==> config.mk <==
export PLATFORM = sky130hd
export DESIGN_NAME = arp_cache_table_top_flat
export DESIGN_NICKNAME = d
export VERILOG_FILES = /design/src/rtl/core/arpc_pkg.sv /design/src/rtl/core/arpc_if.sv /design/src/rtl/core/arpc_mem.sv /design/src/rtl/core/arpc_ctrl.sv /design/src/rtl/core/arp_cache_table_top.sv /design/src/flat_wrapper.sv
export SDC_FILE = /design/constraint.sdc
export NUM_CORES = 2
export LEC_CHECK = 0
export CAP_MARGIN = 40
export CELL_PAD_IN_SITES_DETAIL_PLACEMENT = 1
export CELL_PAD_IN_SITES_GLOBAL_PLACEMENT = 2
export CORE_AREA = 5 5 258 449
export DETAILED_ROUTE_END_ITERATION = 7
export DIE_AREA = 0 0 263 454
export DONT_BUFFER_PORTS = 1
export PLACE_DENSITY = 0.85
export SYNTH_ARGS = -nofsm -noshare
export SYNTH_HDL_FRONTEND = slang
export SYNTH_SLANG_ARGS = --single-unit
export TNS_END_PERCENT = 20
==> constraint.sdc <==
create_clock -name clk_i -period 33 [get_ports clk_i]
set_clock_uncertainty 0.15 [all_clocks]
set_input_delay 1.65 -clock clk_i [delete_from_list [all_inputs] [get_ports clk_i]]
set_output_delay 1.65 -clock clk_i [all_outputs]
set_load 0.05 [all_outputs]
==> src/rtl/core/arpc_pkg.sv <==
// Package for the address resolution cache: field types, table entry layout,
// action codes and controller states. No dependencies.

package arpc_pkg;

  typedef logic [31:0] ip_t;
  typedef logic [47:0] mac_t;
  typedef logic [3:0]  port_t;

  typedef enum logic [1:0] {
    ACT_LOOKUP = 2'd0,
    ACT_LEARN  = 2'd1,
    ACT_DELETE = 2'd2
  } action_e;

  typedef enum logic [1:0] {
    ST_CLEAR,
    ST_IDLE,
    ST_SCAN,
    ST_FINISH
  } state_e;

  typedef struct packed {
    logic  valid;
    ip_t   ip;
    mac_t  mac;
    port_t port;
  } entry_t;

endpackage

==> src/rtl/core/arpc_if.sv <==
// Request and response channel interfaces of the address resolution cache.
// Depends on arpc_pkg for the field types.

interface arpc_req_if;
  logic            valid;
  logic            ready;
  logic [1:0]      action;
  arpc_pkg::ip_t   target_ip;
  arpc_pkg::mac_t  hw_address;
  arpc_pkg::port_t port_index;

  modport source (output valid, output action, output target_ip, output hw_address,
                  output port_index, input ready);
  modport sink (input valid, input action, input target_ip, input hw_address,
                input port_index, output ready);
endinterface

interface arpc_rsp_if;
  logic            valid;
  logic            ready;
  logic            hit;
  arpc_pkg::mac_t  found_mac;
  arpc_pkg::port_t found_port;
  logic            changed;
  logic            table_full;

  modport source (output valid, output hit, output found_mac, output found_port,
                  output changed, output table_full, input ready);
  modport sink (input valid, input hit, input found_mac, input found_port,
                input changed, input table_full, output ready);
endinterface

==> src/rtl/core/arpc_mem.sv <==
// Entry store of the address resolution cache: one write port and one read
// port with registered read data. Depends on arpc_pkg.

module arpc_mem #(
  parameter int ENTRIES = 16
) (
  input  logic                       clk_i,
  input  logic                       rd_en_i,
  input  logic [$clog2(ENTRIES)-1:0] rd_addr_i,
  output arpc_pkg::entry_t           rd_data_o,
  input  logic                       wr_en_i,
  input  logic [$clog2(ENTRIES)-1:0] wr_addr_i,
  input  arpc_pkg::entry_t           wr_data_i
);
  import arpc_pkg::*;

  entry_t mem_q [ENTRIES];
  entry_t rd_data_q;

  always_ff @(posedge clk_i) begin
    if (wr_en_i) begin
      mem_q[wr_addr_i] <= wr_data_i;
    end
  end

  always_ff @(posedge clk_i) begin
    if (rd_en_i) begin
      rd_data_q <= mem_q[rd_addr_i];
    end
  end

  assign rd_data_o = rd_data_q;

endmodule

==> src/rtl/core/arpc_ctrl.sv <==
// Controller of the address resolution cache: clearing pass, table scan,
// write-back and response register. Depends on arpc_pkg and arpc_if.

module arpc_ctrl #(
  parameter int ENTRIES = 16
) (
  input  logic                       clk_i,
  input  logic                       rst_ni,
  arpc_req_if.sink                   req,
  arpc_rsp_if.source                 rsp,
  output logic                       rd_en_o,
  output logic [$clog2(ENTRIES)-1:0] rd_addr_o,
  input  arpc_pkg::entry_t           rd_data_i,
  output logic                       wr_en_o,
  output logic [$clog2(ENTRIES)-1:0] wr_addr_o,
  output arpc_pkg::entry_t           wr_data_o
);
  import arpc_pkg::*;

  localparam int AW = $clog2(ENTRIES);
  localparam int CW = $clog2(ENTRIES + 1);
  localparam logic [CW-1:0] LAST = CW'(ENTRIES - 1);
  localparam logic [CW-1:0] DEPTH = CW'(ENTRIES);

  state_e        state_q, state_d;
  logic [CW-1:0] cnt_q, cnt_d;
  logic          chk_vld_q, chk_vld_d;
  logic [AW-1:0] chk_idx_q, chk_idx_d;

  logic [1:0]    act_q, act_d;
  ip_t           key_q, key_d;
  mac_t          mac_q, mac_d;
  port_t         port_q, port_d;

  logic          match_q, match_d;
  logic [AW-1:0] match_idx_q, match_idx_d;
  mac_t          match_mac_q, match_mac_d;
  port_t         match_port_q, match_port_d;
  logic          free_q, free_d;
  logic [AW-1:0] free_idx_q, free_idx_d;

  logic          out_vld_q, out_vld_d;
  logic          hit_q, hit_d;
  mac_t          fmac_q, fmac_d;
  port_t         fport_q, fport_d;
  logic          changed_q, changed_d;
  logic          full_q, full_d;

  logic          out_free;
  logic          out_load;
  logic          differs;

  assign out_free = !out_vld_q || rsp.ready;
  assign differs  = (match_mac_q != mac_q) || (match_port_q != port_q);

  always_comb begin
    state_d      = state_q;
    cnt_d        = cnt_q;
    chk_vld_d    = 1'b0;
    chk_idx_d    = chk_idx_q;
    act_d        = act_q;
    key_d        = key_q;
    mac_d        = mac_q;
    port_d       = port_q;
    match_d      = match_q;
    match_idx_d  = match_idx_q;
    match_mac_d  = match_mac_q;
    match_port_d = match_port_q;
    free_d       = free_q;
    free_idx_d   = free_idx_q;
    out_vld_d    = out_vld_q && !rsp.ready;
    hit_d        = hit_q;
    fmac_d       = fmac_q;
    fport_d      = fport_q;
    changed_d    = changed_q;
    full_d       = full_q;
    out_load     = 1'b0;
    req.ready    = 1'b0;
    rd_en_o      = 1'b0;
    rd_addr_o    = cnt_q[AW-1:0];
    wr_en_o      = 1'b0;
    wr_addr_o    = cnt_q[AW-1:0];
    wr_data_o    = '{valid: 1'b0, ip: key_q, mac: mac_q, port: port_q};

    case (state_q)
      ST_CLEAR: begin
        wr_en_o = 1'b1;
        cnt_d   = cnt_q + 1'b1;
        if (cnt_q == LAST) begin
          state_d = ST_IDLE;
        end
      end
      ST_IDLE: begin
        req.ready = 1'b1;
        if (req.valid) begin
          act_d   = req.action;
          key_d   = req.target_ip;
          mac_d   = req.hw_address;
          port_d  = req.port_index;
          match_d = 1'b0;
          free_d  = 1'b0;
          cnt_d   = '0;
          state_d = ST_SCAN;
        end
      end
      ST_SCAN: begin
        if (cnt_q < DEPTH) begin
          rd_en_o   = 1'b1;
          chk_vld_d = 1'b1;
          chk_idx_d = cnt_q[AW-1:0];
          cnt_d     = cnt_q + 1'b1;
        end
        if (chk_vld_q) begin
          if (rd_data_i.valid && rd_data_i.ip == key_q && !match_q) begin
            match_d      = 1'b1;
            match_idx_d  = chk_idx_q;
            match_mac_d  = rd_data_i.mac;
            match_port_d = rd_data_i.port;
          end
          if (!rd_data_i.valid && !free_q) begin
            free_d     = 1'b1;
            free_idx_d = chk_idx_q;
          end
          if (cnt_q == DEPTH) begin
            state_d = ST_FINISH;
          end
        end
      end
      ST_FINISH: begin
        if (out_free) begin
          out_load  = 1'b1;
          out_vld_d = 1'b1;
          hit_d     = 1'b0;
          fmac_d    = '0;
          fport_d   = '0;
          changed_d = 1'b0;
          full_d    = 1'b0;
          state_d   = ST_IDLE;
          case (act_q)
            ACT_LOOKUP: begin
              hit_d = match_q;
              if (match_q) begin
                fmac_d  = match_mac_q;
                fport_d = match_port_q;
              end
            end
            ACT_LEARN: begin
              hit_d = match_q;
              if (match_q) begin
                if (differs) begin
                  wr_en_o         = 1'b1;
                  wr_addr_o       = match_idx_q;
                  wr_data_o.valid = 1'b1;
                  changed_d       = 1'b1;
                end
              end else if (free_q) begin
                wr_en_o         = 1'b1;
                wr_addr_o       = free_idx_q;
                wr_data_o.valid = 1'b1;
                changed_d       = 1'b1;
              end else begin
                full_d = 1'b1;
              end
            end
            ACT_DELETE: begin
              hit_d = match_q;
              if (match_q) begin
                wr_en_o   = 1'b1;
                wr_addr_o = match_idx_q;
                changed_d = 1'b1;
              end
            end
            default: begin
              hit_d = 1'b0;
            end
          endcase
        end
      end
      default: begin
        state_d = ST_IDLE;
      end
    endcase
  end

  always_ff @(posedge clk_i or negedge rst_ni) begin
    if (!rst_ni) begin
      state_q   <= ST_CLEAR;
      cnt_q     <= '0;
      chk_vld_q <= 1'b0;
      match_q   <= 1'b0;
      free_q    <= 1'b0;
      out_vld_q <= 1'b0;
    end else begin
      state_q   <= state_d;
      cnt_q     <= cnt_d;
      chk_vld_q <= chk_vld_d;
      match_q   <= match_d;
      free_q    <= free_d;
      out_vld_q <= out_vld_d;
    end
  end

  always_ff @(posedge clk_i) begin
    chk_idx_q    <= chk_idx_d;
    act_q        <= act_d;
    key_q        <= key_d;
    mac_q        <= mac_d;
    port_q       <= port_d;
    match_idx_q  <= match_idx_d;
    match_mac_q  <= match_mac_d;
    match_port_q <= match_port_d;
    free_idx_q   <= free_idx_d;
    hit_q        <= hit_d;
    fmac_q       <= fmac_d;
    fport_q      <= fport_d;
    changed_q    <= changed_d;
    full_q       <= full_d;
  end

  assign rsp.valid      = out_vld_q;
  assign rsp.hit        = hit_q;
  assign rsp.found_mac  = fmac_q;
  assign rsp.found_port = fport_q;
  assign rsp.changed    = changed_q;
  assign rsp.table_full = full_q;

  a_wr_only_clear_or_finish: assert property (@(posedge clk_i) disable iff (!rst_ni)
    wr_en_o |-> (state_q == ST_CLEAR || state_q == ST_FINISH))
    else $error("table written outside clearing pass or write-back");

  a_check_follows_read: assert property (@(posedge clk_i) disable iff (!rst_ni)
    chk_vld_q |-> $past(rd_en_o))
    else $error("entry compared without a read in the previous cycle");

  a_changed_writes: assert property (@(posedge clk_i) disable iff (!rst_ni)
    (out_load && changed_d) |-> wr_en_o)
    else $error("change reported without a table write");

  a_full_no_slot: assert property (@(posedge clk_i) disable iff (!rst_ni)
    (out_load && full_d) |-> (!free_q && !match_q && !wr_en_o))
    else $error("full reported while a slot or match was available");

endmodule

==> src/rtl/core/arp_cache_table_top.sv <==
// Top level of the address resolution cache keyed by IPv4 address.
// Depends on arpc_pkg, arpc_if, arpc_mem and arpc_ctrl.
//
//   Channel  Dir  Payload                                          Accept
//   req_i    in   action, target_ip, hw_address, port_index        valid && ready
//   rsp_o    out  hit, found_mac, found_port, changed, table_full  valid && ready
//
// Each request is accepted in the idle state, then the table is scanned
// through its single read port, and then the write-back and the load of
// the response register follow in the finish state.
// After reset a clearing pass marks every slot free; no request is
// accepted until it ends.
// A new request is accepted while the previous response waits; write-back
// stalls only if the response register is still full at that point.

module arp_cache_table_top #(
  parameter int ENTRIES = 16
) (
  input  logic       clk_i,
  input  logic       rst_ni,
  arpc_req_if.sink   req_i,
  arpc_rsp_if.source rsp_o
);
  import arpc_pkg::*;

  localparam int AW = $clog2(ENTRIES);

  logic          rd_en;
  logic [AW-1:0] rd_addr;
  entry_t        rd_data;
  logic          wr_en;
  logic [AW-1:0] wr_addr;
  entry_t        wr_data;

  arpc_mem #(
    .ENTRIES(ENTRIES)
  ) u_mem (
    .clk_i    (clk_i),
    .rd_en_i  (rd_en),
    .rd_addr_i(rd_addr),
    .rd_data_o(rd_data),
    .wr_en_i  (wr_en),
    .wr_addr_i(wr_addr),
    .wr_data_i(wr_data)
  );

  arpc_ctrl #(
    .ENTRIES(ENTRIES)
  ) u_ctrl (
    .clk_i    (clk_i),
    .rst_ni   (rst_ni),
    .req      (req_i),
    .rsp      (rsp_o),
    .rd_en_o  (rd_en),
    .rd_addr_o(rd_addr),
    .rd_data_i(rd_data),
    .wr_en_o  (wr_en),
    .wr_addr_o(wr_addr),
    .wr_data_o(wr_data)
  );

endmodule
==> src/flat_wrapper.sv <==
// flat-port wrapper written by rule: the top's interface ports become plain ports
module arp_cache_table_top_flat import arpc_pkg::*;
#(
  parameter int ENTRIES = 16
)
  (clk_i, rst_ni, req_i_valid, req_i_action, req_i_target_ip, req_i_hw_address, req_i_port_index, req_i_ready, rsp_o_valid, rsp_o_hit, rsp_o_found_mac, rsp_o_found_port, rsp_o_changed, rsp_o_table_full, rsp_o_ready);
  arpc_req_if req_i_i ();
  arpc_rsp_if rsp_o_i ();
  input  logic clk_i;
  input  logic rst_ni;
  input wire logic [$bits(req_i_i.valid)-1:0] req_i_valid;
  input wire logic [$bits(req_i_i.action)-1:0] req_i_action;
  input wire logic [$bits(req_i_i.target_ip)-1:0] req_i_target_ip;
  input wire logic [$bits(req_i_i.hw_address)-1:0] req_i_hw_address;
  input wire logic [$bits(req_i_i.port_index)-1:0] req_i_port_index;
  output wire logic [$bits(req_i_i.ready)-1:0] req_i_ready;
  output wire logic [$bits(rsp_o_i.valid)-1:0] rsp_o_valid;
  output wire logic [$bits(rsp_o_i.hit)-1:0] rsp_o_hit;
  output wire logic [$bits(rsp_o_i.found_mac)-1:0] rsp_o_found_mac;
  output wire logic [$bits(rsp_o_i.found_port)-1:0] rsp_o_found_port;
  output wire logic [$bits(rsp_o_i.changed)-1:0] rsp_o_changed;
  output wire logic [$bits(rsp_o_i.table_full)-1:0] rsp_o_table_full;
  input wire logic [$bits(rsp_o_i.ready)-1:0] rsp_o_ready;
  assign req_i_i.valid = req_i_valid;
  assign req_i_i.action = req_i_action;
  assign req_i_i.target_ip = req_i_target_ip;
  assign req_i_i.hw_address = req_i_hw_address;
  assign req_i_i.port_index = req_i_port_index;
  assign req_i_ready = req_i_i.ready;
  assign rsp_o_valid = rsp_o_i.valid;
  assign rsp_o_hit = rsp_o_i.hit;
  assign rsp_o_found_mac = rsp_o_i.found_mac;
  assign rsp_o_found_port = rsp_o_i.found_port;
  assign rsp_o_changed = rsp_o_i.changed;
  assign rsp_o_table_full = rsp_o_i.table_full;
  assign rsp_o_i.ready = rsp_o_ready;
  arp_cache_table_top #(.ENTRIES(ENTRIES)) u_core (.clk_i(clk_i), .rst_ni(rst_ni), .req_i(req_i_i), .rsp_o(rsp_o_i));
endmodule
==> qor.yml <==
grt:
  overflow: 0
  grt_max_degree: 127
  track_usage_pct: 25.46
  antenna_found_initial: 18
  grt_pass1_wl_mm: 218.8
  first_global_vias: 29921
die:
  die_h_um: 454
  fp.coreArea_um2: 112000
  die_area_um2: 119400
  start_util_pct: 55.34
  io_pins: 147
  dieWidth_um: 263
  row_count: 163
pwr:
  power_uw: 5548
  p_per_area_nw_per_um2: 79.95
  irDropWorstVdd_mv: 0.06359
  power_leakage_uw: 0.02130
final_layout:
  finalNetCount: 2714
  layout-drive-gt1-share_pct: 27.99
  fillerInstances: 8650
  area_growth_pct: 11.97
place:
  place_congestion: 0.7940
  dpl.hpwl_mm: 85.38
  pre_cts_slack_ns: 26.66
  numPortBuffers: 0
yosys:
  yosysTopAreaCell: "edfxtp_1"
  yosysSeqAreaShare_pct: 80.40
  syn_area_per_cell_um2: 24.84
  synth_seq_cells: 1661
  ys.flop_type: "edfxtp_1"
  synth_enable_flop_cells: 1650
  synth.top_cells.by_area: "edfxtp_1, mux4_2, xor2_1"
  ys.warnings.count: 0
  netlist.area_leader.share_pct: 79.96
  synth_cells: 2495
  synth_fp_nets: 2597
  syn-cell-area_um2: 61970
  async_flop_share_pct: 0.6623
  synth_cell_types: 45
sta:
  drv_slew: 0
  fin_crit_sh_pct: 17.63
  setup_viol: 0
  period_minus_slack_ns: 5.817
  tightest_slew_ns: 1.140
  tns_ns: 0
  relSlewSlack_pct: 23.99
  hold_viol_final: 0
  rsz0062_at_grt: "false"
  setup_ws_ns: 27.18
  achievable-frequency_mhz: 171.9
worst_setup_path:
  ff2ff_path_depth: 10
  rr_endpoint: "u_core.u_mem.mem_q[2][8]"
  rrSetupSlack_ns: 27.18
  cp_data_required_time_ns: 33.23
  timing.rr.start: "u_core.u_ctrl.mac_q[43]"
  crit_type: "reg -> reg"
  cp_max_fo: 37
  cp-start-kind: "flop"
  cp.arrival_ns: 6.05
  cp-end-kind: "flop"
cts:
  cts_root_buffer: "clkbuf_16"
  cts_tree: "built"
  hold_buffers: 0
  clock_sinks: 1661
  post_cts_buffers: 0
  clock_latency_ns: 0.77
  clockBufferDepth: 3
  cts.reportedPaths.clkPinSlew_ns: 0.06
  cts_resized: 0
  cts-buffers-inserted: 143
  cts_max_level: 4
routing:
  drt-pass1-iter-count: 5
  ant_nets: 0
  viasPerCell: 6.586
  met1_length_mm: 52.85
  drc: 0
  dr_wl_met3_mm: 10.94
  wirelength_mm: 150.8
  drt_iter0_drc: 3203
  avgRoutedWirePerCell_um: 35.72
  top_layer: "met5"
  dr_wl_met2_mm: 81.19
  num_vias: 27814
outcome:
  outcome: "finished clean"
hold_path:
  worst_hold_path.endpoint: "u_core.u_ctrl.match_mac_q[9]"
  hold_path.class: "reg -> reg"
  min_path_cells: 0
  worstHoldStart: "u_core.u_mem.rd_data_o[13]"
job:
  drv_cap: 0
worst max path at each step:
stage,start,end,slack (ns),cells after the start
after global routing,u_core.u_ctrl.mac_q[43],u_core.u_mem.mem_q[2][58],27.12,10
after CTS,u_core.u_ctrl.mac_q[43],u_core.u_mem.mem_q[2][14],27.20,10
after floorplan,rsp_o_ready,u_core.u_mem.mem_q[0][0],18.47,6
after detailed placement,rsp_o_ready,u_core.u_mem.mem_q[2][58],26.66,9
after global placement,rsp_o_ready,u_core.u_mem.mem_q[2][64],26.96,9
final,u_core.u_ctrl.mac_q[43],u_core.u_mem.mem_q[2][8],27.18,10
synth_stat cells, types with 3 or more instances:
library cell  count
clkbuf_1         72
nor2b_1           3
nand2_1          10
a221oi_2          3
a21oi_1           8
nor2_1            6
inv_1            15
ha_1             12
o22ai_1           4
nor3_1            5
nand3_1           6
o21ai_0           7
xor2_1           47
nor4_1           31
a221o_1           3
dfrtp_1          11
a22o_1            4
xnor2_1          38
and2_1            5
mux4_2          425
buf_1            36
edfxtp_1       1650
and3_1           55
nand4_1          11
nand2b_1          5
report_power, final:
part / leakage [uW] / internal, uW / switching, uW
clock network: 0.00233 / 964 / 744
logic: 0.00391 / 483 / 525
registers: 0.0151 / 2610 / 222
total: 0.0213 / 4060 / 1490
cell usage in the layout, fill, tap and decap left out, types with 7 or more instances in the layout:
cell type / n
edfxtp_1: 1650
mux4_2: 425
clkbuf_16: 151
buf_4: 56
and3_1: 55
xor2_1: 47
xnor2_1: 38
clkinv_2: 37
clkbuf_1: 21
clkinv_1: 19
buf_16: 19
nor4_2: 16
bufinv_16: 16
inv_1: 15
nor4_1: 15
nand4_1: 11
ha_1: 11
nand2_1: 10
clkinvlp_4: 10
diode_2: 8
a21oi_1: 8
o21ai_0: 7
worst max-delay path, stage by stage, from the launching register on:
cell             delay (ns)
edfxtp_1               0.75
xor2_1                 0.22
nor4_1                 0.52
clkdlybuf4s15_2        0.33
nand4_1                0.23
nor4b_4                0.61
nor2_2                 0.19
a221o_1                0.56
nor4_2                 0.48
buf_4                  0.67
buf_4                  0.69
stage by stage:
| stage | cell area [um^2] | cells | hold slack, ns | util, % |
|---|---|---|---|---|
| after floorplan | 61970 | 2495 | 0.2503 | - |
| after global placement | 63990 | 3925 | 0.2517 | 57.15 |
| after detailed placement | 64570 | 3948 | 0.2552 | 57.67 |
| after CTS | 69330 | 4211 | 0.2687 | 61.92 |
| after global routing | 69370 | 4217 | 0.2752 | 61.96 |
| final | 69390 | 4223 | 0.2688 | 61.97 |
kinds of logic after synthesis:
group / after synthesis / share of synthesized area [%]
adder cells (fa/ha/maj): 12 / 0.2423
AND/OR/NAND/NOR: 144 / 1.405
flip-flops: 1661 / 80.40
XOR/XNOR: 85 / 1.201
AO/OA/AOI/OAI: 42 / 0.5230
buffers and inverters: 125 / 0.7612
multiplexers: 426 / 15.46
cell type report:
class | count | area (um^2) | area share (%)
clock buffer | 172 | 3857 | 5.559
inverter | 15 | 56.30 | 0.08115
tap | 1485 | 1858 | 2.678
sequential | 1661 | 49840 | 71.83
antenna | 8 | 20.02 | 0.02885
timing repair buffer | 82 | 1055 | 1.520
clock inverter | 91 | 905.9 | 1.306
multi-input combinational | 709 | 11800 | 17.00
registers in the layout (all words and copies together), names as in the netlist, 5 cells and up:
register and cells:
u_core.u_mem.mem_q 1360, u_core.u_mem.rd_data_o 85, u_core.u_ctrl.mac_q 48, u_core.u_ctrl.match_mac_q 48, u_core.u_ctrl.rsp.found_mac 48, u_core.u_ctrl.key_q 32, u_core.u_ctrl.cnt_q 5
layer usage:
layer / track usage (%) / up-vias
met1: 31.71 / 15048
li1: - / 10949
met2: 45.05 / 1489
met3: 5.254 / 316
met4: 8.718 / 12
met5: 0 / -
(Power assumes the default switching activity.)
